$ cat config.mk
export PLATFORM = sky130hd
export DESIGN_NAME = isi_datapath
export DESIGN_NICKNAME = d
export VERILOG_FILES = /design/src/hdl/isi_pkg.sv /design/src/hdl/isi_datapath.sv
export SDC_FILE = /design/constraint.sdc
export NUM_CORES = 2
export LEC_CHECK = 0
export CORE_AREA = 2 2 487 368
export DETAILED_ROUTE_END_ITERATION = 16
export DIE_AREA = 0 0 489 370
export DONT_BUFFER_PORTS = 1
export PLACE_DENSITY = 0.68
export SLEW_MARGIN = 20
export SYNTH_ARGS = -nofsm -noshare
export SYNTH_HDL_FRONTEND = slang
export SYNTH_SLANG_ARGS = --single-unit
$ cat constraint.sdc
create_clock -name clk -period 17.1 [get_ports clk]
set_input_delay 0.855 -clock clk [delete_from_list [all_inputs] [get_ports clk]]
set_output_delay 0.855 -clock clk [all_outputs]
set_load 0.01 [all_outputs]
$ cat src/hdl/isi_pkg.sv
// ============================================================================
// isi_pkg: shared definitions for the interface state integrator
// Widths, register and function codes, request and result items, and the
// control word that the sequencer hands to the datapath.
// ============================================================================
package isi_pkg;

    localparam int ISI_DATA_W     = 32;
    localparam int ISI_FRAC_BITS  = 16;
    localparam int ISI_H_FRAC     = 16;
    localparam int ISI_H_W        = 16;
    localparam int ISI_LIM_W      = 31;
    localparam int ISI_PROD_W     = 2 * ISI_DATA_W;
    localparam int ISI_CFG_IDX_W  = 3;
    localparam int ISI_CFG_DATA_W = 31;
    localparam int ISI_AXES       = 3;
    localparam int ISI_MAT_N      = ISI_AXES * ISI_AXES;
    localparam int ISI_MAT_IDX_W  = $clog2(ISI_MAT_N);
    localparam int ISI_PC_W       = 5;

    localparam logic [ISI_H_W-1:0]   ISI_STEP_RST = 16'd66;
    localparam logic [ISI_LIM_W-1:0] ISI_LIM_RST  = '1;

    localparam logic [ISI_CFG_IDX_W-1:0] CFG_MODE   = 3'd0;
    localparam logic [ISI_CFG_IDX_W-1:0] CFG_STEP   = 3'd1;
    localparam logic [ISI_CFG_IDX_W-1:0] CFG_OLIM_X = 3'd2;
    localparam logic [ISI_CFG_IDX_W-1:0] CFG_OLIM_Y = 3'd3;
    localparam logic [ISI_CFG_IDX_W-1:0] CFG_OLIM_Z = 3'd4;
    localparam logic [ISI_CFG_IDX_W-1:0] CFG_RLIM_X = 3'd5;
    localparam logic [ISI_CFG_IDX_W-1:0] CFG_RLIM_Y = 3'd6;
    localparam logic [ISI_CFG_IDX_W-1:0] CFG_RLIM_Z = 3'd7;

    localparam logic [1:0] FN_TICK = 2'd0;
    localparam logic [1:0] FN_LOAD = 2'd1;
    localparam logic [1:0] FN_OBS  = 2'd2;

    localparam logic [1:0] MD_OFFSET = 2'd1;
    localparam logic [1:0] MD_FULL   = 2'd2;

    localparam logic [1:0] MB_F    = 2'd0;
    localparam logic [1:0] MB_ACC  = 2'd1;
    localparam logic [1:0] MB_RATE = 2'd2;

    localparam logic [2:0] AL_NOP       = 3'd0;
    localparam logic [2:0] AL_WRITE     = 3'd1;
    localparam logic [2:0] AL_FSUM      = 3'd2;
    localparam logic [2:0] AL_ACC_LD    = 3'd3;
    localparam logic [2:0] AL_ACC_ADD   = 3'd4;
    localparam logic [2:0] AL_RATE      = 3'd5;
    localparam logic [2:0] AL_OFF       = 3'd6;
    localparam logic [2:0] AL_OFF_CLAMP = 3'd7;

    localparam logic [1:0] SQ_NEXT     = 2'd0;
    localparam logic [1:0] SQ_DISPATCH = 2'd1;
    localparam logic [1:0] SQ_END      = 2'd2;

    typedef logic signed [ISI_DATA_W-1:0] word_t;

    typedef struct packed {
        logic [1:0]         func;
        logic [1:0]         row;
        logic signed [31:0] vec_x;
        logic signed [31:0] vec_y;
        logic signed [31:0] vec_z;
        logic signed [31:0] aux_x;
        logic signed [31:0] aux_y;
        logic signed [31:0] aux_z;
    } in_item_t;

    typedef struct packed {
        logic signed [31:0] offset_x;
        logic signed [31:0] offset_y;
        logic signed [31:0] offset_z;
        logic signed [31:0] rate_x;
        logic signed [31:0] rate_y;
        logic signed [31:0] rate_z;
    } out_item_t;

    typedef struct packed {
        logic                     mul_en;
        logic                     mul_h;
        logic [ISI_MAT_IDX_W-1:0] mat_idx;
        logic [1:0]               mul_b_sel;
        logic [1:0]               mul_b_idx;
        logic [2:0]               alu_op;
        logic [1:0]               alu_idx;
        logic [1:0]               seq;
    } uword_t;

endpackage

$ cat src/hdl/isi_datapath.sv
// ============================================================================
// isi_datapath: state registers, shared multiplier and saturating adder
// Executes one control word per cycle: a multiply into the product
// register, a scale and saturate stage, and one add, clamp and write-back.
// ============================================================================
module isi_datapath #(
    parameter int FRAC_BITS = isi_pkg::ISI_FRAC_BITS
) (
    input  logic                         clk,
    input  logic                         rst_n,
    input  isi_pkg::uword_t              uw,
    input  isi_pkg::in_item_t            item,
    input  logic [isi_pkg::ISI_H_W-1:0]  step_size,
    input  logic [isi_pkg::ISI_LIM_W-1:0] offset_limit [isi_pkg::ISI_AXES],
    input  logic [isi_pkg::ISI_LIM_W-1:0] rate_limit [isi_pkg::ISI_AXES],
    output isi_pkg::out_item_t           state
);
    import isi_pkg::*;

    word_t off_reg  [ISI_AXES];
    word_t rate_reg [ISI_AXES];
    word_t mat_reg  [ISI_MAT_N];
    word_t f_reg    [ISI_AXES];
    word_t acc_reg  [ISI_AXES];
    logic signed [ISI_PROD_W-1:0] prod_reg;
    logic                         prodh_reg;
    word_t scaled_reg;

    word_t vec_arr [ISI_AXES];
    word_t aux_arr [ISI_AXES];
    word_t mul_a;
    word_t mul_b;
    logic signed [ISI_PROD_W-1:0] shifted;
    word_t add_a;
    word_t add_b;
    word_t sum;
    word_t wr_val;
    word_t lim_pos;
    word_t lim_neg;
    logic [ISI_LIM_W-1:0] lim_sel;
    logic clamp_en;

    function automatic word_t sat_word(input logic signed [ISI_PROD_W-1:0] v);
        logic [ISI_PROD_W-ISI_DATA_W:0] top;
        word_t r;
        top = v[ISI_PROD_W-1:ISI_DATA_W-1];
        if (top == '0 || top == '1)
            r = v[ISI_DATA_W-1:0];
        else if (v[ISI_PROD_W-1])
            r = {1'b1, {(ISI_DATA_W-1){1'b0}}};
        else
            r = {1'b0, {(ISI_DATA_W-1){1'b1}}};
        return r;
    endfunction

    function automatic word_t sat_add(input word_t a, input word_t b);
        logic [ISI_DATA_W:0] s;
        word_t r;
        s = {a[ISI_DATA_W-1], a} + {b[ISI_DATA_W-1], b};
        if (s[ISI_DATA_W] != s[ISI_DATA_W-1])
            r = s[ISI_DATA_W] ? {1'b1, {(ISI_DATA_W-1){1'b0}}}
                              : {1'b0, {(ISI_DATA_W-1){1'b1}}};
        else
            r = s[ISI_DATA_W-1:0];
        return r;
    endfunction

    assign vec_arr[0] = item.vec_x;
    assign vec_arr[1] = item.vec_y;
    assign vec_arr[2] = item.vec_z;
    assign aux_arr[0] = item.aux_x;
    assign aux_arr[1] = item.aux_y;
    assign aux_arr[2] = item.aux_z;

    always_comb
    begin
        if (uw.mul_h)
            mul_a = $signed({{(ISI_DATA_W-ISI_H_W){1'b0}}, step_size});
        else
            mul_a = mat_reg[uw.mat_idx];
        case (uw.mul_b_sel)
            MB_ACC:  mul_b = acc_reg[uw.mul_b_idx];
            MB_RATE: mul_b = rate_reg[uw.mul_b_idx];
            default: mul_b = f_reg[uw.mul_b_idx];
        endcase
    end

    assign shifted = prodh_reg ? (prod_reg >>> ISI_H_FRAC) : (prod_reg >>> FRAC_BITS);

    always_comb
    begin
        add_a = '0;
        add_b = scaled_reg;
        case (uw.alu_op)
            AL_FSUM:
            begin
                add_a = vec_arr[uw.alu_idx];
                add_b = aux_arr[uw.alu_idx];
            end
            AL_ACC_ADD:          add_a = acc_reg[uw.alu_idx];
            AL_RATE:             add_a = rate_reg[uw.alu_idx];
            AL_OFF, AL_OFF_CLAMP: add_a = off_reg[uw.alu_idx];
            default:             add_a = '0;
        endcase
    end

    assign clamp_en = (uw.alu_op == AL_RATE) || (uw.alu_op == AL_OFF_CLAMP);
    assign lim_sel  = (uw.alu_op == AL_RATE) ? rate_limit[uw.alu_idx]
                                             : offset_limit[uw.alu_idx];
    assign lim_pos  = $signed({1'b0, lim_sel});
    assign lim_neg  = -lim_pos;
    assign sum      = sat_add(add_a, add_b);

    always_comb
    begin
        wr_val = sum;
        if (clamp_en)
        begin
            if (sum > lim_pos)
                wr_val = lim_pos;
            else if (sum < lim_neg)
                wr_val = lim_neg;
        end
    end

    always_ff @(posedge clk or negedge rst_n)
    begin
        if (!rst_n)
        begin
            for (int i = 0; i < ISI_AXES; i++)
            begin
                off_reg[i]  <= '0;
                rate_reg[i] <= '0;
            end
            for (int k = 0; k < ISI_MAT_N; k++)
                mat_reg[k] <= '0;
        end
        else
        begin
            case (uw.alu_op)
                AL_WRITE:
                begin
                    if (item.func == FN_LOAD)
                    begin
                        for (int r = 0; r < ISI_AXES; r++)
                            for (int j = 0; j < ISI_AXES; j++)
                                if (item.row == 2'(r))
                                    mat_reg[ISI_AXES * r + j] <= vec_arr[j];
                    end
                    else if (item.func == FN_OBS)
                    begin
                        for (int i = 0; i < ISI_AXES; i++)
                        begin
                            off_reg[i]  <= vec_arr[i];
                            rate_reg[i] <= aux_arr[i];
                        end
                    end
                end
                AL_RATE:              rate_reg[uw.alu_idx] <= wr_val;
                AL_OFF, AL_OFF_CLAMP: off_reg[uw.alu_idx]  <= wr_val;
                default:
                begin
                end
            endcase
        end
    end

    always_ff @(posedge clk)
    begin
        if (uw.mul_en)
        begin
            prod_reg  <= mul_a * mul_b;
            prodh_reg <= uw.mul_h;
        end
        scaled_reg <= sat_word(shifted);
        case (uw.alu_op)
            AL_FSUM:               f_reg[uw.alu_idx]   <= wr_val;
            AL_ACC_LD, AL_ACC_ADD: acc_reg[uw.alu_idx] <= wr_val;
            default:
            begin
            end
        endcase
    end

    assign state.offset_x = off_reg[0];
    assign state.offset_y = off_reg[1];
    assign state.offset_z = off_reg[2];
    assign state.rate_x   = rate_reg[0];
    assign state.rate_y   = rate_reg[1];
    assign state.rate_z   = rate_reg[2];

`ifndef NO_ASSERTIONS
    a_clamp_bound: assert property (@(posedge clk) disable iff (!rst_n)
        clamp_en |-> (wr_val <= lim_pos && wr_val >= lim_neg))
        else $error("Clamped value lies outside its limit.");
    a_alu_axis: assert property (@(posedge clk) disable iff (!rst_n)
        (uw.alu_op != AL_NOP && uw.alu_op != AL_WRITE) |-> (uw.alu_idx < 2'(ISI_AXES)))
        else $error("Write-back addresses a missing axis.");
    a_mul_operands: assert property (@(posedge clk) disable iff (!rst_n)
        uw.mul_en |-> (uw.mul_b_idx < 2'(ISI_AXES)
                       && (uw.mul_h || uw.mat_idx < ISI_MAT_IDX_W'(ISI_MAT_N))))
        else $error("Multiplier operand index out of range.");
`endif

endmodule
After elaboration in Yosys (flattened, before gate mapping)
Memories as Yosys holds them, arrays and structs flattened.
Cells that the tools add are included.
Widths: inputs -> output; s select.
{"block": "totals", "ff_bits": 576, "mem_bits_rw": 192, "output_inout_bits": 192, "wordCells": 112, "memories": 2}
{"block": "classes", "addsub": 2, "n_mul": 1, "magnitude_cmp": 6, "eq_ne": 17, "muxes": 50, "bitwise_logic": 3, "n_reduce_logical": 14}
{"memory": "acc_reg", "depth": 3, "word_bits": 32, "rd": 2, "rd_clocked_by_memory_dff": 0, "write_ports": 1, "line_no": "isi_datapath.sv:24", "text": "word_t acc_reg [ISI_AXES];"}
{"memory": "f_reg", "depth": 3, "word_bits": 32, "rd": 1, "rd_clocked_by_memory_dff": 0, "write_ports": 1, "line_no": "isi_datapath.sv:23", "text": "word_t f_reg [ISI_AXES];"}
{"cell": "$mux 32", "count": 22}
{"cell": "$mux 96", "count": 4}
{"cell": "$pmux 96 s2", "count": 2}
{"cell": "$bmux 32 s2", "count": 5}
{"cell": "$bwmux 96", "count": 2}
{"cell": "$mux 31", "count": 5}
{"cell": "$bmux 32 s4", "count": 1}
{"cell": "$pmux 32 s4", "count": 1}
{"cell": "$bmux 31 s2", "count": 2}
{"cell": "$demux 32 s2", "count": 1}
{"cell": "$mul 32x32->64", "count": 1}
{"cell": "$pmux 32 s2", "count": 1}
{"cell": "$add 32x32->33", "count": 1}
{"cell": "$eq 33x33->1 const B", "count": 1}
{"cell": "$logic_not 33->1", "count": 1}
{"cell": "$gt 32x32->1", "count": 1}
{"cell": "$lt 32x32->1", "count": 1}
{"cell": "$neg 31->32", "count": 1}
{"cell": "$reduce_and 3->1", "count": 5}
{"cell": "$eq 3x3->1 const B", "count": 4}
{"cell": "$eq 2x1->1 const B", "count": 3}
{"cell": "$eq 2x2->1 const B", "count": 3}
{"cell": "$eq 3x2->1 const B", "count": 2}
{"cell": "$ge 3x3->1 const B", "count": 2}
{"cell": "13 further kinds", "count": 21}

Longest topological paths before layout
{"block": "depth", "ltp_word": 14, "ltp_mapped": 40, "depth_no_buf": 34}

Worst setup path before layout
No wires, ideal clock.
{"block": "synth_timing", "path_type": "input port to flip-flop", "from": "input uw[7] (netlist name)", "to": "register prod_reg[57] (data pin)", "setup_time_ns": 0.263, "t_arrival_ns": 10.144, "setup_slack_ns": 6.693, "stages": 33, "path_cell_list": "buf_2 -> buf_2 -> clkbuf_1 -> buf_2 -> buf_1 -> mux2i_1 -> o211ai_1 -> o21a_1 -> clkbuf_1 -> nand2_1 -> fa_1 -> fa_1 -> fa_1 -> inv_1 -> fa_1 -> inv_1 -> fa_1 -> inv_1 -> fa_1 -> inv_1 -> fa_1 -> fa_1 -> inv_1 -> ha_1 -> nand3_1 -> nor2_1 -> a221o_1 -> a21o_1 -> a21o_1 -> a31oi_1 -> o21ai_1 -> a21oi_1 -> xnor2_1"}
{"block": "synth_between", "elab_chain_cells": 6, "word_cells_on_any_way": 8, "classes_between": "1 x mul; 4 x mux; 1 x bitwise; 2 x memory"}
{"element": "start: declaration", "line_no": "isi_datapath.sv:11", "text": "input isi_pkg::uword_t uw,"}
{"element": "$not 2->3 (not written as such)", "line_no": "isi_datapath.sv:83", "text": "MB_RATE: mul_b = rate_reg[uw.mul_b_idx];"}
{"element": "$bmux 32 s2", "line_no": "isi_datapath.sv:83"}
{"element": "$mux 32 (not written as such) (2 in a row)", "line_no": "isi_datapath.sv:83"}
{"element": "$pmux 32 s2 *", "line_no": "isi_datapath.sv:81", "text": "case (uw.mul_b_sel)"}
{"element": "$mul 32x32->64 *", "line_no": "isi_datapath.sv:172", "text": "prod_reg <= mul_a * mul_b;"}
{"element": "end signal: assignment", "line_no": "isi_datapath.sv:172"}
{"element": "end: declaration", "line_no": "isi_datapath.sv:25", "text": "logic signed [ISI_PROD_W-1:0] prod_reg;"}
Every way passes the cells marked *; elsewhere a longest branch is shown, timed or not. The select of a mux whose other input is x is not followed.
A chain may end at the register's enable or synchronous reset.

Worst setup path after layout
{"block": "layout_timing", "from": "input uw[3] (netlist name)", "to": "register rate_reg, in the netlist state[64]"}
{"block": "layout_between", "elab_chain_cells": 14, "word_cells_on_any_way": 40, "classes_between": "2 x add/sub; 4 x order compare; 1 x eq/ne; 30 x mux; 1 x bitwise; 1 x reduce/logical; 1 x memory"}
{"element": "$not 2->3 (not written as such)"}
{"element": "$bmux 32 s2, on equally long branches"}
{"element": "$mux 32, on equally long branches (2 in a row)"}
{"element": "$pmux 32 s4 / $mux 32 (equally long branches)", "line_no": "isi_datapath.sv:94", "text": "case (uw.alu_op)"}
{"element": "$add 32x32->33", "line_no": "isi_datapath.sv:59", "text": "s = {a[ISI_DATA_W-1], a} + {b[ISI_DATA_W-1], b};"}
{"element": "$mux 32 / $ne 1x1->1 (equally long branches)", "line_no": "isi_datapath.sv:61, isi_datapath.sv:60"}
{"element": "$mux 32", "line_no": "isi_datapath.sv:60", "text": "if (s[ISI_DATA_W] != s[ISI_DATA_W-1])"}
{"element": "$lt 32x32->1", "line_no": "isi_datapath.sv:121", "text": "else if (sum < lim_neg)"}
{"element": "$mux 32", "line_no": "isi_datapath.sv:121"}
{"element": "$mux 32", "line_no": "isi_datapath.sv:119", "text": "if (sum > lim_pos)"}
{"element": "$mux 32 *", "line_no": "isi_datapath.sv:117", "text": "if (clamp_en)"}
{"element": "named net wr_val[0]", "line_no": "isi_datapath.sv:37", "text": "word_t wr_val;"}
{"element": "$bwmux 96 *", "line_no": "isi_datapath.sv:159", "text": "AL_RATE: rate_reg[uw.alu_idx] <= wr_val;"}
{"element": "$pmux 96 s2 *", "line_no": "isi_datapath.sv:140", "text": "case (uw.alu_op)"}
{"element": "end signal: indexed assignment", "line_no": "isi_datapath.sv:155", "text": "rate_reg[i] <= aux_arr[i];"}
{"element": "end signal: indexed assignment", "line_no": "isi_datapath.sv:159"}
{"element": "end: declaration", "line_no": "isi_datapath.sv:21", "text": "word_t rate_reg [ISI_AXES];"}
The timed path passes the listed nets; every way through them passes the cells marked *. The select of a mux whose other input is x is not followed.

==> metrics.md <==
| Metric | Value |
|---|---|
| Drc violations | `0` |
| Kind of critical path | `in -> reg` |
| Number of buffers created by CTS | `70` |
| Area of the die | `0.1809 mm^2` |
| Antenna violations before repair | `56` |
| Max Clk Rate | `between 80 and 90 MHz` |
| Outcome | `finished clean` |
| CTS H-Tree Depth | `3` |
| Share of synthesized registers carrying an async set or reset | `63.83%` |
| Commonest cells after routing, fill and taps aside | `inv_1, fa_1, nand2_1` |
| Hpwl dp | `234.5 mm` |
| Final Max Tran Viols | `0` |
| First-pass GRT wire length | `440.7 mm` |
| Layout Cells excl Fill | `10060` |
| Combinational share of power | `67.7%` |
| DRT Pass-1 Iters | `8` |
| Mean Syn Cell Area | `a little under 10 um^2` |
| Sink Count | `752` |
| Class of the worst hold path | `in -> async` |
| CTS tree | `yes` |
| Total GRT Usage | `33.90%` |
| Final setup vio count | `0` |
| Final Wtd Congestion | `roughly 1.1` |
| Synth Warn # | `0` |
| Worst-path clk slew | `60 ps` |
| Fillers | `about 16000` |
| Most common flop cell mapped by yosys | `dfrtp_1` |
| Layout cell share with drive strength beyond 1 | `9.997%` |
| Distinct cells, synth | `94` |
| CP max stage cell | `o22ai_1` |
| Setup TNS | `0 ps` |
| Crit path required time | `17640 ps` |
| Initial drt markers | `roughly 8600` |
| Worst Skew | `80.96 ps` |
| Root Buffer | `clkbuf_16` |
| Final hold vios | `0` |
| Synth Register Bits | `between 700 and 800` |
| # rows | `134` |
| I/O pins | `609` |
| Die Y | `~370 um` |
| Area delta synth->final | `7.070%` |
| Unrepaired setup endpoints after global routing | `no` |
| Post-Syn Area | `0.07725 mm^2` |
| Initial core utilization | `43.76%` |
| Overall power | `between 15 and 20 mW` |
| Clk buf depth | `3` |
| Die W | `~490 um` |
| Largest net degree at the start of global routing | `481` |
| Dpl cells | `9879` |
| Startpoint type of the worst setup path | `primary input` |
| Net switching power | `8.542 mW` |
| Area of the core | `0.1765 mm^2` |
| Switching part of the total | `52.19%` |
| Crit. End Element | `flip-flop` |
| Slowest cell delay on critical path | `820 ps` |
| Static leakage | `between 30 and 40 nW` |
| Syn Inst Count | `between 7000 and 8000` |
| Syn nets | `9583` |
| Grt total ovfl | `0` |
| Max-Cap Viols | `0` |
| CP most frequent cell | `buf_4` |
| Clock Latency Late Sink | `700 ps` |
| Final net count | `9353` |
| WP data arrival | `12160 ps` |
| DR vias | `62070` |
| Sequential power share | `21.7%` |
| Slew @ Worst Pin | `1252 ps` |
| Post-DRT Antenna Nets | `0` |
| PwrDens | `between 150 and 200 mW/mm^2` |
| Routed wire length | `307.9 mm` |
| Final period utilization | `between 60% and 70%` |
| WL per Instance | `between 30 and 40 um` |
| Final min period | `11620 ps` |
| Vias in the first global route | `approximately 62000` |
| Post-synth EDFFs | `240` |
| Int Pwr | `7.827 mW` |
| Max reg flops | `between 200 and 300` |
| Via density | `6.170` |
| Register area share after synthesis | `25.71%` |
| Port Buf Inserts | `0` |
| Max-slew headroom | `16.53%` |
| Clock share of power | `around a tenth` |
| Post-CTS sizing | `0` |
| CP max FO | `260` |
| Leading cell type in the layout, fill and taps excluded | `inv_1` |
| Peak supply drop | `0.2519 mV` |
## final cells by class
type,count,area [um^2],share of cell area [%]
multi-input combinational,5443,51620,62.41
sequential,752,19860,24.01
clock inverter,36,546.8,0.6611
antenna,49,122.6,0.1482
clock buffer,91,1931,2.334
timing repair buffer,167,1366,1.652
inverter,1143,4290,5.187
tap,2380,2978,3.600
## metrics by stage
stage          worst slack, ps  hold slack (ps)  util (%)  cell area (um^2)
3_3_place_gp              5711            481.4     45.27             79930
4_1_cts                   6295            283.9     46.71             82460
6_report                  5476            88.73     46.85             82710
3_5_place_dp              5611            487.8     45.29             79960
5_1_grt                   5433            125.5     46.82             82660
2_1_floorplan             6693            462.7         -             77250
## repair_timing
action / in CTS / in global routing
setup endpoints to repair: 0 / 0
endpoints found under the hold margin: 480 / 0
hold buffers: 1 / 0
buffers inserted: 0 / 0
## Yosys cell counts (7+ instances only)
cell | instances | area [um^2]
a21o_1 | 90 | 675.7
a21oi_1 | 344 | 1722
a221o_1 | 31 | 310.3
a221oi_1 | 31 | 271.5
a222oi_1 | 8 | 80.08
a22o_1 | 24 | 210.2
a22oi_1 | 71 | 533.0
a2bb2oi_1 | 9 | 78.83
a31oi_1 | 11 | 68.82
and2_1 | 42 | 262.8
and3_1 | 95 | 594.3
buf_1 | 63 | 236.5
buf_2 | 26 | 130.1
clkbuf_1 | 368 | 1381
dfrtp_1 | 480 | 12010
dfxtp_1 | 32 | 640.6
edfxtp_1 | 240 | 7207
fa_1 | 1082 | 21660
ha_1 | 277 | 3466
inv_1 | 1140 | 4279
maj3_1 | 7 | 70.07
mux2_2 | 306 | 3446
mux2i_1 | 377 | 3774
mux4_2 | 62 | 1396
nand2_1 | 792 | 2973
nand2b_1 | 53 | 331.6
nand3_1 | 25 | 125.1
nand4_1 | 30 | 187.7
nor2_1 | 686 | 2575
nor2b_1 | 54 | 337.8
nor3_1 | 20 | 100.1
o211ai_1 | 37 | 277.8
o21a_1 | 20 | 150.1
o21ai_0 | 427 | 2137
o21ai_1 | 51 | 255.2
o21bai_1 | 15 | 112.6
o221ai_1 | 27 | 236.5
o22ai_1 | 71 | 444.2
o2bb2ai_1 | 17 | 148.9
or2_2 | 21 | 131.4
xnor2_1 | 89 | 779.5
xor2_1 | 43 | 376.6
## per-layer routing
layer	GRT usage, %	vias up	wire, um
met1	45.67	31730	118300
met5	0	-	237
met2	45.41	4365	121600
met3	16.44	805	51290
li1	-	25140	-
met4	15.66	36	16520
## power groups by stage
| stage | clock (mW) | combinational (mW) | sequential [mW] |
|---|---|---|---|
| 5_1_grt | 1.79 | 12.1 | 3.56 |
| 3_5_place_dp | 0 | 10.7 | 3.54 |
| 4_1_cts | 1.72 | 10.8 | 3.51 |
| 2_1_floorplan | 0 | 7.26 | 3.17 |
| 3_3_place_gp | 0 | 10.6 | 3.52 |
| 6_report | 1.72 | 11.1 | 3.56 |
## critical path, delay by kind of cell
kind,cells,cell delay (ps)
compound gates,13,5120
simple gates,13,3230
fa+ha+maj,2,470
buf+inv,5,2160
## worst paths after layout
path                         startpoint            to  slack (ps)  cells past startpoint
max reg2reg                mat_reg[107]  prod_reg[51]        6210                     26
min in group clk              item[128]  mat_reg[224]         310                      1
min reg2reg                mat_reg[257]  mat_reg[257]         500                      1
min                               rst_n   mat_reg[84]          90                      1
max                               uw[3]     state[64]        5480                     33
max in group asynchronous         rst_n     state[45]       15180                      3
## kinds of logic (layout without fill, tap and decap cells)
logic type      count (synthesis)  count (layout)  synth area share [%]
xor+xnor                      132             132                 1.497
simple gates                 1859            1859                 10.34
other cells                     0              49                     0
flops                         752             752                 25.71
buf+inv                      1612            1437                 7.962
mux                           748             748                 11.20
fa+ha+maj                    1366            1366                 32.62
compound gates               1338            1338                 10.68
Note: power is estimated with default switching activity, not from simulation.
