### src/hdl/isi_pkg.sv
// ============================================================================
// isi_pkg: shared definitions for the interface state integrator
// Widths, register and function codes, request and result items, and the
// control word that the sequencer hands to the datapath.
// ============================================================================
package isi_pkg;

    localparam int ISI_DATA_W     = 32;
    localparam int ISI_FRAC_BITS  = 16;
    localparam int ISI_H_FRAC     = 16;
    localparam int ISI_H_W        = 16;
    localparam int ISI_LIM_W      = 31;
    localparam int ISI_PROD_W     = 2 * ISI_DATA_W;
    localparam int ISI_CFG_IDX_W  = 3;
    localparam int ISI_CFG_DATA_W = 31;
    localparam int ISI_AXES       = 3;
    localparam int ISI_MAT_N      = ISI_AXES * ISI_AXES;
    localparam int ISI_MAT_IDX_W  = $clog2(ISI_MAT_N);
    localparam int ISI_PC_W       = 5;

    localparam logic [ISI_H_W-1:0]   ISI_STEP_RST = 16'd66;
    localparam logic [ISI_LIM_W-1:0] ISI_LIM_RST  = '1;

    localparam logic [ISI_CFG_IDX_W-1:0] CFG_MODE   = 3'd0;
    localparam logic [ISI_CFG_IDX_W-1:0] CFG_STEP   = 3'd1;
    localparam logic [ISI_CFG_IDX_W-1:0] CFG_OLIM_X = 3'd2;
    localparam logic [ISI_CFG_IDX_W-1:0] CFG_OLIM_Y = 3'd3;
    localparam logic [ISI_CFG_IDX_W-1:0] CFG_OLIM_Z = 3'd4;
    localparam logic [ISI_CFG_IDX_W-1:0] CFG_RLIM_X = 3'd5;
    localparam logic [ISI_CFG_IDX_W-1:0] CFG_RLIM_Y = 3'd6;
    localparam logic [ISI_CFG_IDX_W-1:0] CFG_RLIM_Z = 3'd7;

    localparam logic [1:0] FN_TICK = 2'd0;
    localparam logic [1:0] FN_LOAD = 2'd1;
    localparam logic [1:0] FN_OBS  = 2'd2;

    localparam logic [1:0] MD_OFFSET = 2'd1;
    localparam logic [1:0] MD_FULL   = 2'd2;

    localparam logic [1:0] MB_F    = 2'd0;
    localparam logic [1:0] MB_ACC  = 2'd1;
    localparam logic [1:0] MB_RATE = 2'd2;

    localparam logic [2:0] AL_NOP       = 3'd0;
    localparam logic [2:0] AL_WRITE     = 3'd1;
    localparam logic [2:0] AL_FSUM      = 3'd2;
    localparam logic [2:0] AL_ACC_LD    = 3'd3;
    localparam logic [2:0] AL_ACC_ADD   = 3'd4;
    localparam logic [2:0] AL_RATE      = 3'd5;
    localparam logic [2:0] AL_OFF       = 3'd6;
    localparam logic [2:0] AL_OFF_CLAMP = 3'd7;

    localparam logic [1:0] SQ_NEXT     = 2'd0;
    localparam logic [1:0] SQ_DISPATCH = 2'd1;
    localparam logic [1:0] SQ_END      = 2'd2;

    typedef logic signed [ISI_DATA_W-1:0] word_t;

    typedef struct packed {
        logic [1:0]         func;
        logic [1:0]         row;
        logic signed [31:0] vec_x;
        logic signed [31:0] vec_y;
        logic signed [31:0] vec_z;
        logic signed [31:0] aux_x;
        logic signed [31:0] aux_y;
        logic signed [31:0] aux_z;
    } in_item_t;

    typedef struct packed {
        logic signed [31:0] offset_x;
        logic signed [31:0] offset_y;
        logic signed [31:0] offset_z;
        logic signed [31:0] rate_x;
        logic signed [31:0] rate_y;
        logic signed [31:0] rate_z;
    } out_item_t;

    typedef struct packed {
        logic                     mul_en;
        logic                     mul_h;
        logic [ISI_MAT_IDX_W-1:0] mat_idx;
        logic [1:0]               mul_b_sel;
        logic [1:0]               mul_b_idx;
        logic [2:0]               alu_op;
        logic [1:0]               alu_idx;
        logic [1:0]               seq;
    } uword_t;

endpackage

### src/hdl/isi_sequencer.sv
// ============================================================================
// isi_sequencer: microprogram store and step counter
// Holds the control program, steps through it one word per cycle while
// not held at an end step, and branches on function and mode at dispatch.
// ============================================================================
module isi_sequencer (
    input  logic            clk,
    input  logic            rst_n,
    input  logic            start,
    input  logic [1:0]      func,
    input  logic [1:0]      mode,
    input  logic            out_free,
    output isi_pkg::uword_t uw,
    output logic            busy,
    output logic            done
);
    import isi_pkg::*;

    localparam logic [ISI_PC_W-1:0] PC_DISPATCH = 5'd0;
    localparam logic [ISI_PC_W-1:0] PC_END      = 5'd1;
    localparam logic [ISI_PC_W-1:0] PC_OFFSET   = 5'd2;
    localparam logic [ISI_PC_W-1:0] PC_FULL     = 5'd8;
    localparam logic [ISI_PC_W-1:0] PC_LAST     = 5'd26;

    logic [ISI_PC_W-1:0] pc_reg;
    logic [ISI_PC_W-1:0] pc_next;
    logic                busy_reg;
    logic                busy_next;
    uword_t              uw_rom;

    function automatic uword_t mk(input logic me, input logic mh,
                                  input logic [ISI_MAT_IDX_W-1:0] mi,
                                  input logic [1:0] bs, input logic [1:0] bi,
                                  input logic [2:0] op, input logic [1:0] ai,
                                  input logic [1:0] sq);
        uword_t w;
        w.mul_en    = me;
        w.mul_h     = mh;
        w.mat_idx   = mi;
        w.mul_b_sel = bs;
        w.mul_b_idx = bi;
        w.alu_op    = op;
        w.alu_idx   = ai;
        w.seq       = sq;
        return w;
    endfunction

    always_comb
    begin
        case (pc_reg)
            5'd0:  uw_rom = mk(1'b0, 1'b0, 4'd0, MB_F,    2'd0, AL_WRITE,     2'd0, SQ_DISPATCH);
            5'd1:  uw_rom = mk(1'b0, 1'b0, 4'd0, MB_F,    2'd0, AL_NOP,       2'd0, SQ_END);
            5'd2:  uw_rom = mk(1'b1, 1'b1, 4'd0, MB_RATE, 2'd0, AL_NOP,       2'd0, SQ_NEXT);
            5'd3:  uw_rom = mk(1'b1, 1'b1, 4'd0, MB_RATE, 2'd1, AL_NOP,       2'd0, SQ_NEXT);
            5'd4:  uw_rom = mk(1'b1, 1'b1, 4'd0, MB_RATE, 2'd2, AL_OFF,       2'd0, SQ_NEXT);
            5'd5:  uw_rom = mk(1'b0, 1'b0, 4'd0, MB_F,    2'd0, AL_OFF,       2'd1, SQ_NEXT);
            5'd6:  uw_rom = mk(1'b0, 1'b0, 4'd0, MB_F,    2'd0, AL_OFF,       2'd2, SQ_NEXT);
            5'd7:  uw_rom = mk(1'b0, 1'b0, 4'd0, MB_F,    2'd0, AL_NOP,       2'd0, SQ_END);
            5'd8:  uw_rom = mk(1'b0, 1'b0, 4'd0, MB_F,    2'd0, AL_FSUM,      2'd0, SQ_NEXT);
            5'd9:  uw_rom = mk(1'b1, 1'b0, 4'd0, MB_F,    2'd0, AL_FSUM,      2'd1, SQ_NEXT);
            5'd10: uw_rom = mk(1'b1, 1'b0, 4'd1, MB_F,    2'd1, AL_FSUM,      2'd2, SQ_NEXT);
            5'd11: uw_rom = mk(1'b1, 1'b0, 4'd2, MB_F,    2'd2, AL_ACC_LD,    2'd0, SQ_NEXT);
            5'd12: uw_rom = mk(1'b1, 1'b0, 4'd3, MB_F,    2'd0, AL_ACC_ADD,   2'd0, SQ_NEXT);
            5'd13: uw_rom = mk(1'b1, 1'b0, 4'd4, MB_F,    2'd1, AL_ACC_ADD,   2'd0, SQ_NEXT);
            5'd14: uw_rom = mk(1'b1, 1'b0, 4'd5, MB_F,    2'd2, AL_ACC_LD,    2'd1, SQ_NEXT);
            5'd15: uw_rom = mk(1'b1, 1'b0, 4'd6, MB_F,    2'd0, AL_ACC_ADD,   2'd1, SQ_NEXT);
            5'd16: uw_rom = mk(1'b1, 1'b0, 4'd7, MB_F,    2'd1, AL_ACC_ADD,   2'd1, SQ_NEXT);
            5'd17: uw_rom = mk(1'b1, 1'b0, 4'd8, MB_F,    2'd2, AL_ACC_LD,    2'd2, SQ_NEXT);
            5'd18: uw_rom = mk(1'b1, 1'b1, 4'd0, MB_ACC,  2'd0, AL_ACC_ADD,   2'd2, SQ_NEXT);
            5'd19: uw_rom = mk(1'b1, 1'b1, 4'd0, MB_ACC,  2'd1, AL_ACC_ADD,   2'd2, SQ_NEXT);
            5'd20: uw_rom = mk(1'b1, 1'b1, 4'd0, MB_ACC,  2'd2, AL_RATE,      2'd0, SQ_NEXT);
            5'd21: uw_rom = mk(1'b1, 1'b1, 4'd0, MB_RATE, 2'd0, AL_RATE,      2'd1, SQ_NEXT);
            5'd22: uw_rom = mk(1'b1, 1'b1, 4'd0, MB_RATE, 2'd1, AL_RATE,      2'd2, SQ_NEXT);
            5'd23: uw_rom = mk(1'b1, 1'b1, 4'd0, MB_RATE, 2'd2, AL_OFF_CLAMP, 2'd0, SQ_NEXT);
            5'd24: uw_rom = mk(1'b0, 1'b0, 4'd0, MB_F,    2'd0, AL_OFF_CLAMP, 2'd1, SQ_NEXT);
            5'd25: uw_rom = mk(1'b0, 1'b0, 4'd0, MB_F,    2'd0, AL_OFF_CLAMP, 2'd2, SQ_NEXT);
            5'd26: uw_rom = mk(1'b0, 1'b0, 4'd0, MB_F,    2'd0, AL_NOP,       2'd0, SQ_END);
            default: uw_rom = mk(1'b0, 1'b0, 4'd0, MB_F,  2'd0, AL_NOP,       2'd0, SQ_END);
        endcase
    end

    assign uw   = busy_reg ? uw_rom : mk(1'b0, 1'b0, 4'd0, MB_F, 2'd0, AL_NOP, 2'd0, SQ_NEXT);
    assign busy = busy_reg;
    assign done = busy_reg && (uw_rom.seq == SQ_END) && out_free;

    always_comb
    begin
        pc_next   = pc_reg;
        busy_next = busy_reg;
        if (start)
        begin
            pc_next   = PC_DISPATCH;
            busy_next = 1'b1;
        end
        else if (done)
        begin
            busy_next = 1'b0;
        end
        else if (busy_reg)
        begin
            case (uw_rom.seq)
                SQ_DISPATCH:
                begin
                    if (func == FN_TICK && mode == MD_OFFSET)
                        pc_next = PC_OFFSET;
                    else if (func == FN_TICK && mode == MD_FULL)
                        pc_next = PC_FULL;
                    else
                        pc_next = PC_END;
                end
                SQ_END:  pc_next = pc_reg;
                default: pc_next = pc_reg + ISI_PC_W'(1);
            endcase
        end
    end

    always_ff @(posedge clk or negedge rst_n)
    begin
        if (!rst_n)
        begin
            pc_reg   <= PC_DISPATCH;
            busy_reg <= 1'b0;
        end
        else
        begin
            pc_reg   <= pc_next;
            busy_reg <= busy_next;
        end
    end

`ifndef NO_ASSERTIONS
    a_leave_at_end: assert property (@(posedge clk) disable iff (!rst_n)
        $fell(busy_reg) |-> $past(uw_rom.seq == SQ_END))
        else $error("Sequencer went idle outside an end step.");
    a_pc_range: assert property (@(posedge clk) disable iff (!rst_n)
        busy_reg |-> (pc_reg <= PC_LAST))
        else $error("Step counter ran past the program.");
`endif

endmodule

### config.mk
export PLATFORM = sky130hd
export DESIGN_NAME = isi_sequencer
export DESIGN_NICKNAME = d
export VERILOG_FILES = /design/src/hdl/isi_pkg.sv /design/src/hdl/isi_sequencer.sv
export SDC_FILE = /design/constraint.sdc
export NUM_CORES = 1
export LEC_CHECK = 0
export BUFFER_PORTS_ARGS = -buffer_cell sky130_fd_sc_hd__buf_4
export CAP_MARGIN = 25
export CELL_PAD_IN_SITES_DETAIL_PLACEMENT = 1
export CELL_PAD_IN_SITES_GLOBAL_PLACEMENT = 1
export CORE_ASPECT_RATIO = 0.8
export CORE_MARGIN = 2
export CORE_UTILIZATION = 34
export CTS_BUF_LIST = sky130_fd_sc_hd__clkbuf_4
export DETAILED_ROUTE_END_ITERATION = 10
export PLACE_DENSITY_LB_ADDON = 0.05
export SETUP_SLACK_MARGIN = 0.15
export SLEW_MARGIN = 30
export SYNTH_ARGS = -nofsm -noshare
export SYNTH_HDL_FRONTEND = slang
export SYNTH_SLANG_ARGS = --single-unit
### constraint.sdc
create_clock -name clk -period 1.9 [get_ports clk]
set_clock_uncertainty 0.1 [all_clocks]
set_input_delay 0.095 -clock clk [delete_from_list [all_inputs] [get_ports clk]]
set_output_delay 0.095 -clock clk [all_outputs]
set_load 0.1 [all_outputs]
==> metrics.cfg, run 1 <==
[synthesis]
syn_inst=142
ys.flop_type=dfrtp_1
synth_simple_gate_area_frac=0.263
synth_edf_count=0
post-synth-top-count-cell=nor2_1
synth-seq-cells=6
synthMuxAreaShare=0.0102
syn_area_per_cell_sq_um=6.93
async_reset_ff_frac=1.00
synth_common_cells=16 x nor2_1, 15 x nand2_1, 13 x a21oi_1
synth_xor_area_frac=0.0178
seq_area_frac_synth=0.153
synth_nets=158
yosys_warnings=0
synthAdderAreaFrac=0.102
synth_top_family_by_area=compound AO/OA/AOI/OAI gates
synth.top_cell.area_share=0.153
synth_area_leaders=dfrtp_1 15%, ha_1 10%, a21oi_1 6.6%
syn_area_sq_um=983
synth_top_cell_by_area=dfrtp_1
synth.distinct_cells=45
synth_compound_area_frac=0.368

[clock_network]
h-tree-depth=1
max-clock-path-buffers=2
cts_made_buffers=3
postCtsSetupBuffers=12
cts_sinks=6
clockRootBuffer=clkbuf_4
postCtsHoldBufs=2
cts-resized-gates=101

[floorplan]
die_width_um=64.1
start_util=0.356
ioPinCount=27
row_count=17
die_h_um=52.1

[place]
io_buffers=26
place_inst=221
post-place-ws_ns=-0.108
place.gp.congestion=0.852
placedInstanceArea_sq_um=1620
hpwl_mm=3.19

[outcome]
stop_stage=clock tree synthesis
status=stopped before the end
firstError=[ERROR DPL-0033] detailed placement checks failed during check placement.

kinds of logic after synthesis:
group,Yosys count
fa+ha+maj,8
compound gates,54
mux,1
xor+xnor,2
flops,6
simple gates,52
buf+inv,19
stage by stage:
stage	setup TNS, ns	util
floorplan	-2.13	-
global placement	-0.0899	0.586
detailed placement	-0.546	0.586
==> inputs of run 2 (changes only) <==
CELL_PAD_IN_SITES_DETAIL_PLACEMENT = not set   (was 1)
CELL_PAD_IN_SITES_GLOBAL_PLACEMENT = not set   (was 1)
CORE_AREA = 2 2 63 65   (was not set)
CORE_ASPECT_RATIO = not set   (was 0.8)
CORE_MARGIN = not set   (was 2)
CORE_UTILIZATION = not set   (was 34)
CTS_BUF_LIST = not set   (was sky130_fd_sc_hd__clkbuf_4)
DIE_AREA = 0 0 65 67   (was not set)
PLACE_DENSITY_LB_ADDON = 0.15   (was 0.05)
SETUP_SLACK_MARGIN = not set   (was 0.15)
clock period = 2.5 ns   (was 1.9 ns; I/O delays follow)
==> metrics.cfg, run 2 <==
[sta]
max_freq_mhz=420
slew_headroom=0.498
fin_crit_sh=0.953
finalHoldViolations=0
setup_viol=0
period_needed_ns=2.38
tightest_slew_ns=0.752
timing.hold.ws_ns=0.0318
slew_viol_final=0

[critical_path]
crit_fanout=7
r2r_slack_ns=0.32
path_cells=clkinvlp_4 > ha_1 > nand2_1 > a21oi_1 > a311o_1 > o211a_1 > buf_4
cp-start-kind=register
endpoint_kind=output pin
setup.worst_path.class=reg -> out
cp_slowest_cell=dfrtp_1
max_stage_delay_ns=0.50
cp.buffers_inverters=2
critPathTopFamily=compound AO/OA/AOI/OAI gates
worstPathRequired_ns=2.28
arrival_ns=2.16

[synthesis]
syn_area_per_cell_sq_um=6.93  ; unchanged
synth.top_cell.area_share=0.153  ; unchanged
async_reset_ff_frac=1.00  ; unchanged
synth_edf_count=0  ; unchanged
synth_nets=158  ; unchanged
synth-seq-cells=6  ; unchanged
syn_inst=142  ; unchanged
synth.distinct_cells=45  ; unchanged
post-synth-top-count-cell=nor2_1  ; unchanged
synth_top_cell_by_area=dfrtp_1  ; unchanged
ys.flop_type=dfrtp_1  ; unchanged
yosys_warnings=0  ; unchanged
synth_area_leaders=dfrtp_1 15%, ha_1 10%, a21oi_1 6.6%  ; unchanged
syn_area_sq_um=983  ; unchanged
seq_area_frac_synth=0.153  ; unchanged
synth_common_cells=16 x nor2_1, 15 x nand2_1, 13 x a21oi_1  ; unchanged

[floorplan]
row_count=22  ; was 17
ioPinCount=27  ; unchanged
die_area_sq_um=4360
start_util=0.273  ; was 0.356
core-area_sq_um=3610
die_h_um=67  ; was 52.1 um
die_width_um=65  ; was 64.1 um

[global_routing]
grt_max_degree=20
grt_usage=0.165
grt_pass1_vias=1161
grt_pass1_wl_mm=5.64
overflow=0
antenna_found_initial=0

[power]
irDropWorstVdd_v=0.000741
p_leak_nw=0.569
power.density_nw_per_um2=1210

[job]
maxCapViolCount=0

[layout]
antenna_cells=0
drive_gt1_frac=0.382
nFillCells=385
nNetsFinal=187
final_common_cell=buf_4
fin_util=0.395
largest_reg_flops=5
area_delta_synth_final_pct=44.7
mostFrequentLayoutCells=35 x buf_4, 15 x nand2_1, 9 x nor2_1, 9 x a21oi_1, 9 x o21ai_0

[detailed_routing]
route.detailed.drc=0
wirelength_mm=3.33
ant_nets=0
post_drt_wl_per_cell_um=15.3
first_iter_violations=70
via_per_inst=5.52
firstDrtPassIters=4
dr_total_vias=1203

[clock_network]
cts_sinks=6  ; unchanged
clock_latency_ns=0.22
clk_pin_slew_ns=0.04
cts_made_buffers=3  ; unchanged
cts_tree=yes
max-clock-path-buffers=2  ; unchanged
h-tree-depth=1  ; unchanged
clockRootBuffer=clkbuf_8  ; was clkbuf_4

[place]
io_buffers=26  ; unchanged
place.gp.congestion=0.823  ; was 0.852
hpwl_mm=2.52  ; was 3.19 mm

[hold_path]
hold_class=in -> reg

[outcome]
status=complete, no violations  ; was stopped before the end

==> run 2: power by group <==
part           total [W]  switching [W]  internal [W]
combinational    0.00140       0.000996      0.000401
clock           0.000157      0.0000472      0.000110
sequential      0.000169      0.0000526      0.000117
==> run 2: worst register-to-register path, cell delays in order, from the launching register on <==
cell	delay, ns
dfrtp_1	0.47
clkinvlp_4	0.16
ha_1	0.26
or4b_4	0.55
o21ai_2	0.13
o21ai_1	0.07
a211oi_1	0.22
a211oi_1	0.08
==> run 2: final timing paths <==
| check | startpoint | endpoint | cells after the start |
|---|---|---|---|
| max reg2reg | pc_reg[1]$_DFFE_PN0P_ | pc_reg[1]$_DFFE_PN0P_ | 7 |
| min | start | pc_reg[1]$_DFFE_PN0P_ | 2 |
| max in group asynchronous | rst_n | busy$_DFFE_PN0P_ | 2 |
| max | pc_reg[1]$_DFFE_PN0P_ | uw[5] | 7 |
| min in group asynchronous | rst_n | pc_reg[2]$_DFFE_PN0P_ | 2 |
| min reg2reg | busy$_DFFE_PN0P_ | busy$_DFFE_PN0P_ | 1 |
==> run 2: final cells by class <==
class,count,area [sq um],area share
Inverter,6,26.3,0.0185
Tap cell,48,60.1,0.0422
Clock buffer,4,45.0,0.0317
Timing Repair Buffer,37,284,0.200
Multi-Input combinational cell,117,856,0.602
Sequential cell,6,151,0.106
==> run 2: cells by family (layout without fill, tap and decap cells) <==
group                      after synthesis  after routing  synth area share
AOI/OAI and AO/OA                       54             54             0.368
xor gates and xnor gates                 2              2            0.0178
adders and majority gates                8              8             0.102
buffers and inverters                   19             47            0.0865
DFF                                      6              6             0.153
muxes                                    1              1            0.0102
and+or+nand+nor                         52             52             0.263
==> run 2: layer usage <==
metal / up-vias / part of all wire / GRT usage
li1: 589 / - / -
met1: 571 / 0.45 / 0.220
met2: 41 / 0.49 / 0.278
met3: 2 / 0.059 / 0.0135
met4: 0 / 0.0024 / 0.0559
met5: - / 0 / 0
==> run 2: through the flow <==
stage | setup TNS [ns] | power [W] | instance area [sq um] | cells | setup slack, ns
after floorplan | -0.183 | 0.00124 | 1080 | 142 | -0.110
after global placement | 0 | 0.00151 | 1320 | 210 | 0.265
after detailed placement | 0 | 0.00152 | 1320 | 210 | 0.192
after CTS | 0 | 0.00169 | 1380 | 215 | 0.0186
after global routing | -0.00540 | 0.00183 | 1420 | 218 | -0.00540
final | 0 | 0.00172 | 1420 | 218 | 0.118
==> run 2: repair_timing <==
item / CTS / global route
pin swaps: 0 / 0
hold buffers: 1 / 0
resized for setup: 1 / 5
gates cloned: 0 / 0
hold endpoints to repair: 6 / 0
buffers inserted: 0 / 3
setup endpoints to repair: 1 / 11
(Power assumes the default switching activity.)
==> inputs of run 3 (changes only) <==
clock period = 2.9 ns   (was 2.5 ns; I/O delays follow)
==> metrics.cfg, run 3 (same netlist as run 2, synthesis figures left out) <==
[floorplan]
die_h_um=67  ; unchanged
start_util=0.273  ; unchanged
row_count=22  ; unchanged
die_width_um=65  ; unchanged
die_area_sq_um=4360  ; unchanged
ioPinCount=27  ; unchanged
core-area_sq_um=3610  ; unchanged

[detailed_routing]
route.detailed.drc=0  ; unchanged
dr_total_vias=1175  ; was 1203
firstDrtPassIters=4  ; unchanged
wirelength_mm=3.15  ; was 3.33 mm
ant_nets=0  ; unchanged
via_per_inst=5.54  ; was 5.52
post_drt_wl_per_cell_um=14.9  ; was 15.3 um
first_iter_violations=57  ; was 70

[sta]
setup_viol=0  ; unchanged
tightest_slew_ns=0.652  ; was 0.752 ns
period_needed_ns=2.69
timing.hold.ws_ns=0.0433  ; was 0.0318 ns
finalHoldViolations=0  ; unchanged
grt_setup_unrepaired=no
setup_ws_ns=0.215  ; was 0.118 ns
fin_crit_sh=0.926
max_freq_mhz=372
slew_viol_final=0  ; unchanged
slew_headroom=0.558  ; was 0.498

[clock_network]
clock_latency_ns=0.23  ; was 0.22 ns
clockRootBuffer=clkbuf_8  ; unchanged
cts_tree=yes  ; unchanged
max-clock-path-buffers=2  ; unchanged
cts_sinks=6  ; unchanged
clk_pin_slew_ns=0.04  ; about the same
cts_made_buffers=3  ; unchanged
h-tree-depth=1  ; unchanged

[critical_path]
cp_slowest_cell=dfrtp_1  ; unchanged
r2r_slack_ns=0.48  ; was 0.32 ns
max_stage_delay_ns=0.46  ; was 0.50 ns
crit_fanout=10  ; was 7
arrival_ns=2.44  ; was 2.16 ns
setup.worst_path.class=reg -> out  ; unchanged
path_cells=clkinv_1 > ha_2 > nand2_1 > o311a_1 > nor2_4 > and3_2 > buf_4  ; was clkinvlp_4 > ha_1 > nand2_1 > a21oi_1 > a311o_1 > o211a_1 > buf_4
endpoint_kind=output pin  ; unchanged
worstPathRequired_ns=2.65  ; was 2.28 ns
cp-start-kind=register  ; unchanged

[global_routing]
overflow=0  ; unchanged
grt_max_degree=18  ; was 20
grt_pass1_vias=1039  ; was 1161
grt_pass1_wl_mm=5.14  ; was 5.64 mm
grt_usage=0.151  ; was 0.165
antenna_found_initial=0  ; unchanged

[job]
maxCapViolCount=0  ; unchanged

[layout]
nFillCells=413  ; was 385
antenna_cells=0  ; unchanged
largest_reg_flops=5  ; unchanged
final_cells=212  ; was 218
drive_gt1_frac=0.293  ; was 0.382
nNetsFinal=182  ; was 187
area_delta_synth_final_pct=34.4  ; was 44.7%
final_common_cell=buf_4  ; unchanged
mostFrequentLayoutCells=31 x buf_4, 15 x nor2_1, 15 x nand2_1, 10 x a21oi_1, 9 x o21ai_0  ; was 35 x buf_4, 15 x nand2_1, 9 x nor2_1, 9 x a21oi_1, 9 x o21ai_0
fin_util=0.366  ; was 0.395

[power]
irDropWorstVdd_v=0.000655  ; was 0.000741 V
finalPower_w=0.00137  ; was 0.00172 W
power.density_nw_per_um2=1040  ; was 1210 nW/um^2
p_leak_nw=0.543  ; was 0.569 nW

[place]
place.gp.congestion=0.896  ; was 0.823
place_inst=208  ; was 210
io_buffers=26  ; unchanged
hpwl_mm=2.37  ; was 2.52 mm
post-place-ws_ns=0.378  ; was 0.192 ns

[outcome]
status=complete, no violations  ; unchanged

[hold_path]
hold_class=in -> reg  ; unchanged

==> run 3: cell type report <==
type                    count  area [sq um]  area share
flip-flops and latches      6           150       0.114
clock buffers               3          41.3      0.0312
multi-input cells         117           805       0.609
well taps                  48          60.1      0.0455
repair buffers             32           243       0.184
inverters                   6          22.5      0.0170
==> run 3: report_power, final <==
part	internal (W)	leakage (nW)	total, W	switching, W
Clock	0.0000896	0.0216	0.000131	0.0000410
Combinational	0.000279	0.445	0.00110	0.000818
Sequential	0.000100	0.0767	0.000146	0.0000461
==> run 3: worst paths after layout <==
| kind | start | depth (start not counted) | endpoint |
|---|---|---|---|
| min in group asynchronous | rst_n | 2 | pc_reg[1]$_DFFE_PN0P_ |
| hold reg to reg | pc_reg[0]$_DFFE_PN0P_ | 2 | pc_reg[0]$_DFFE_PN0P_ |
| max in group asynchronous | rst_n | 2 | busy$_DFFE_PN0P_ |
| hold / removal | start | 2 | pc_reg[1]$_DFFE_PN0P_ |
| setup reg to reg | pc_reg[1]$_DFFE_PN0P_ | 6 | pc_reg[0]$_DFFE_PN0P_ |
| setup / recovery | pc_reg[1]$_DFFE_PN0P_ | 7 | done |
==> run 3: metrics by stage <==
step,TNS (ns),instance area (sq um)
floorplan,-1.18,1040
global placement,0,1270
detailed placement,0,1270
CTS,0,1320
global route,0,1320
finish,0,1320
==> run 3: timing repair <==
item                                   CTS  global route
setup endpoints to repair                0             1
setup buffers                            0             0
gates resized for setup                  0             1
hold buffers                             1             0
endpoints found under the hold margin    6             0
==> run 3: critical path, delay by kind of cell (launching register included) <==
family                     cells  cell delay [ns]
adders and majority gates      1             0.33
AOI/OAI and AO/OA              1             0.42
buffers and inverters          2             0.49
and+or+nand+nor                3             0.50
DFF                            1             0.46
==> run 3: per-layer routing <==
metal | up-vias | global-route usage | part of all wire
met4 | 0 | 0.0479 | 0.013
met5 | - | 0 | 0
li1 | 578 | - | -
met3 | 5 | 0.0169 | 0.070
met1 | 533 | 0.211 | 0.45
met2 | 59 | 0.240 | 0.46
==> inputs of run 4 (changes only) <==
--- a/config.mk
+++ b/config.mk
@@ -12,4 +12,5 @@
 export DIE_AREA = 0 0 65 67
 export PLACE_DENSITY_LB_ADDON = 0.15
+export SKIP_CTS_REPAIR_TIMING = 1
 export SLEW_MARGIN = 30
 export SYNTH_ARGS = -nofsm -noshare
==> constraint.sdc (replaced) <==
create_clock -name clk -period 2.9 [get_ports clk]
set_clock_uncertainty 0.1 [all_clocks]
set_input_delay 0.29 -clock clk [delete_from_list [all_inputs] [get_ports clk]]
set_output_delay 0.29 -clock clk [all_outputs]
set_load 0.1 [all_outputs]
==> metrics.cfg, run 4 (same netlist as run 2, synthesis figures left out) <==
[power]
p_leak_nw=0.542  ; was 0.543 nW
power_frac_clock=0.093  ; was 0.095
irDropWorstVdd_v=0.000758  ; was 0.000655 V
p_sw_frac=0.658  ; was 0.659
power_switching_w=0.000914  ; was 0.000906 W
p_int_w=0.000474  ; was 0.000469 W
power.density_nw_per_um2=1030  ; was 1040 nW/um^2
combPwrFrac=0.806  ; was 0.799
seqPwrFrac=0.102  ; was 0.106

[clock_network]
h-tree-depth=1  ; unchanged
cts_made_buffers=3  ; unchanged
max-clock-path-buffers=2  ; unchanged
cts_sinks=6  ; unchanged
clk_pin_slew_ns=0.04  ; about the same
clock_latency_ns=0.23  ; about the same
clockRootBuffer=clkbuf_8  ; unchanged
cts_tree=yes  ; unchanged

[critical_path]
critPathTopFamily=simple AND/OR/NAND/NOR gates  ; unchanged
endpoint_kind=output pin  ; unchanged
crit_fanout=8  ; was 10
cp_slowest_cell=or4b_1  ; was dfrtp_1
path_cells=inv_1 > ha_1 > or4b_1 > and3_2 > buf_4  ; was clkinv_1 > ha_2 > nand2_1 > o311a_1 > nor2_4 > and3_2 > buf_4
worstPathRequired_ns=2.51  ; was 2.65 ns
cp-start-kind=register  ; unchanged
cp.buffers_inverters=2  ; unchanged
arrival_ns=2.39  ; was 2.44 ns
setup.worst_path.class=reg -> out  ; unchanged
max_stage_delay_ns=0.61  ; was 0.46 ns

[detailed_routing]
first_iter_violations=38  ; was 57
dr_total_vias=1182  ; was 1175
ant_nets=0  ; unchanged
via_per_inst=5.58  ; was 5.54
wirelength_mm=3.26  ; was 3.15 mm
post_drt_wl_per_cell_um=15.4  ; was 14.9 um
route.detailed.drc=0  ; unchanged
firstDrtPassIters=4  ; unchanged

[global_routing]
grt_pass1_wl_mm=5.31  ; was 5.14 mm
antenna_found_initial=0  ; unchanged
overflow=0  ; unchanged
grt_usage=0.158  ; was 0.151
grt_max_degree=23  ; was 18
grt_pass1_vias=1066  ; was 1039

[sta]
fin_crit_sh=0.959  ; was 0.926
finalHoldViolations=0  ; unchanged
slew_viol_final=0  ; unchanged
setup_viol=0  ; unchanged
slew_headroom=0.562  ; was 0.558
grt_setup_unrepaired=no  ; unchanged
max_freq_mhz=360  ; was 372 MHz
period_needed_ns=2.78  ; was 2.69 ns
tightest_slew_ns=0.656  ; was 0.652 ns

[floorplan]
die_width_um=65  ; unchanged
die_h_um=67  ; unchanged
ioPinCount=27  ; unchanged
core-area_sq_um=3610  ; unchanged
die_area_sq_um=4360  ; unchanged
row_count=22  ; unchanged
start_util=0.273  ; unchanged

[layout]
design_area_sq_um=1340  ; was 1320 sq um
fin_util=0.372  ; was 0.366
nNetsFinal=182  ; unchanged
area_delta_synth_final_pct=36.5  ; was 34.4%
drive_gt1_frac=0.323  ; was 0.293
nFillCells=386  ; was 413
final_common_cell=buf_4  ; unchanged
mostFrequentLayoutCells=31 x buf_4, 15 x nand2_1, 11 x a21oi_1, 9 x nor2_1, 9 x o21ai_0  ; was 31 x buf_4, 15 x nor2_1, 15 x nand2_1, 10 x a21oi_1, 9 x o21ai_0
largest_reg_flops=5  ; unchanged
antenna_cells=0  ; unchanged

[place]
place.gp.congestion=0.921  ; was 0.896
io_buffers=26  ; unchanged
hpwl_mm=2.47  ; was 2.37 mm
placedInstanceArea_sq_um=1290  ; was 1270 sq um

[outcome]
status=complete, no violations  ; unchanged

[hold_path]
hold_class=in -> reg  ; unchanged

[job]
maxCapViolCount=0  ; unchanged

==> run 4: final timing paths <==
check	from	end	slack (ns)	depth (start not counted)
setup reg to reg	pc_reg[0]$_DFFE_PN0P_	pc_reg[1]$_DFFE_PN0P_	0.43	7
max in group asynchronous	rst_n	pc_reg[4]$_DFFE_PN0P_	2.26	2
min in group asynchronous	rst_n	busy$_DFFE_PN0P_	0.31	2
hold reg to reg	pc_reg[0]$_DFFE_PN0P_	pc_reg[0]$_DFFE_PN0P_	0.64	2
setup / recovery	pc_reg[0]$_DFFE_PN0P_	done	0.12	5
hold / removal	start	pc_reg[1]$_DFFE_PN0P_	0.20	2
==> run 4: metrics by stage <==
step	TNS (ns)	total power (W)	setup WS, ns	instances	hold WS [ns]
after floorplan	-1.41	0.00105	-0.387	142	-0.106
after global placement	0	0.00126	0.441	208	0.00460
after detailed placement	0	0.00125	0.326	208	0.00539
after CTS	0	0.00138	0.0631	211	-0.234
after global routing	0	0.00147	0.000972	212	0.203
final	0	0.00139	0.120	212	0.196
==> run 4: layout make-up <==
type	instances	area, sq um	area share
multi-input combinational	117	826	0.615
clock buffer	3	41.3	0.0308
inverter	6	22.5	0.0168
tap	48	60.1	0.0447
sequential	6	150	0.112
timing repair buffer	32	243	0.181
==> run 4: per-layer routing <==
layer	routed length, um	share of wire	up-vias	global-route usage
met5	0	0	-	0
met4	47	0.014	0	0.0798
met3	171	0.052	5	0.0236
met2	1570	0.48	39	0.256
met1	1470	0.45	562	0.204
li1	-	-	576	-
==> run 4: power groups by stage <==
stage,clock [W],sequential [W],combinational (W)
after floorplan,0,0.000143,0.000902
after global placement,0,0.000139,0.00112
after detailed placement,0,0.000142,0.00111
after CTS,0.000130,0.000141,0.00111
after global routing,0.000136,0.000147,0.00119
final,0.000129,0.000141,0.00112
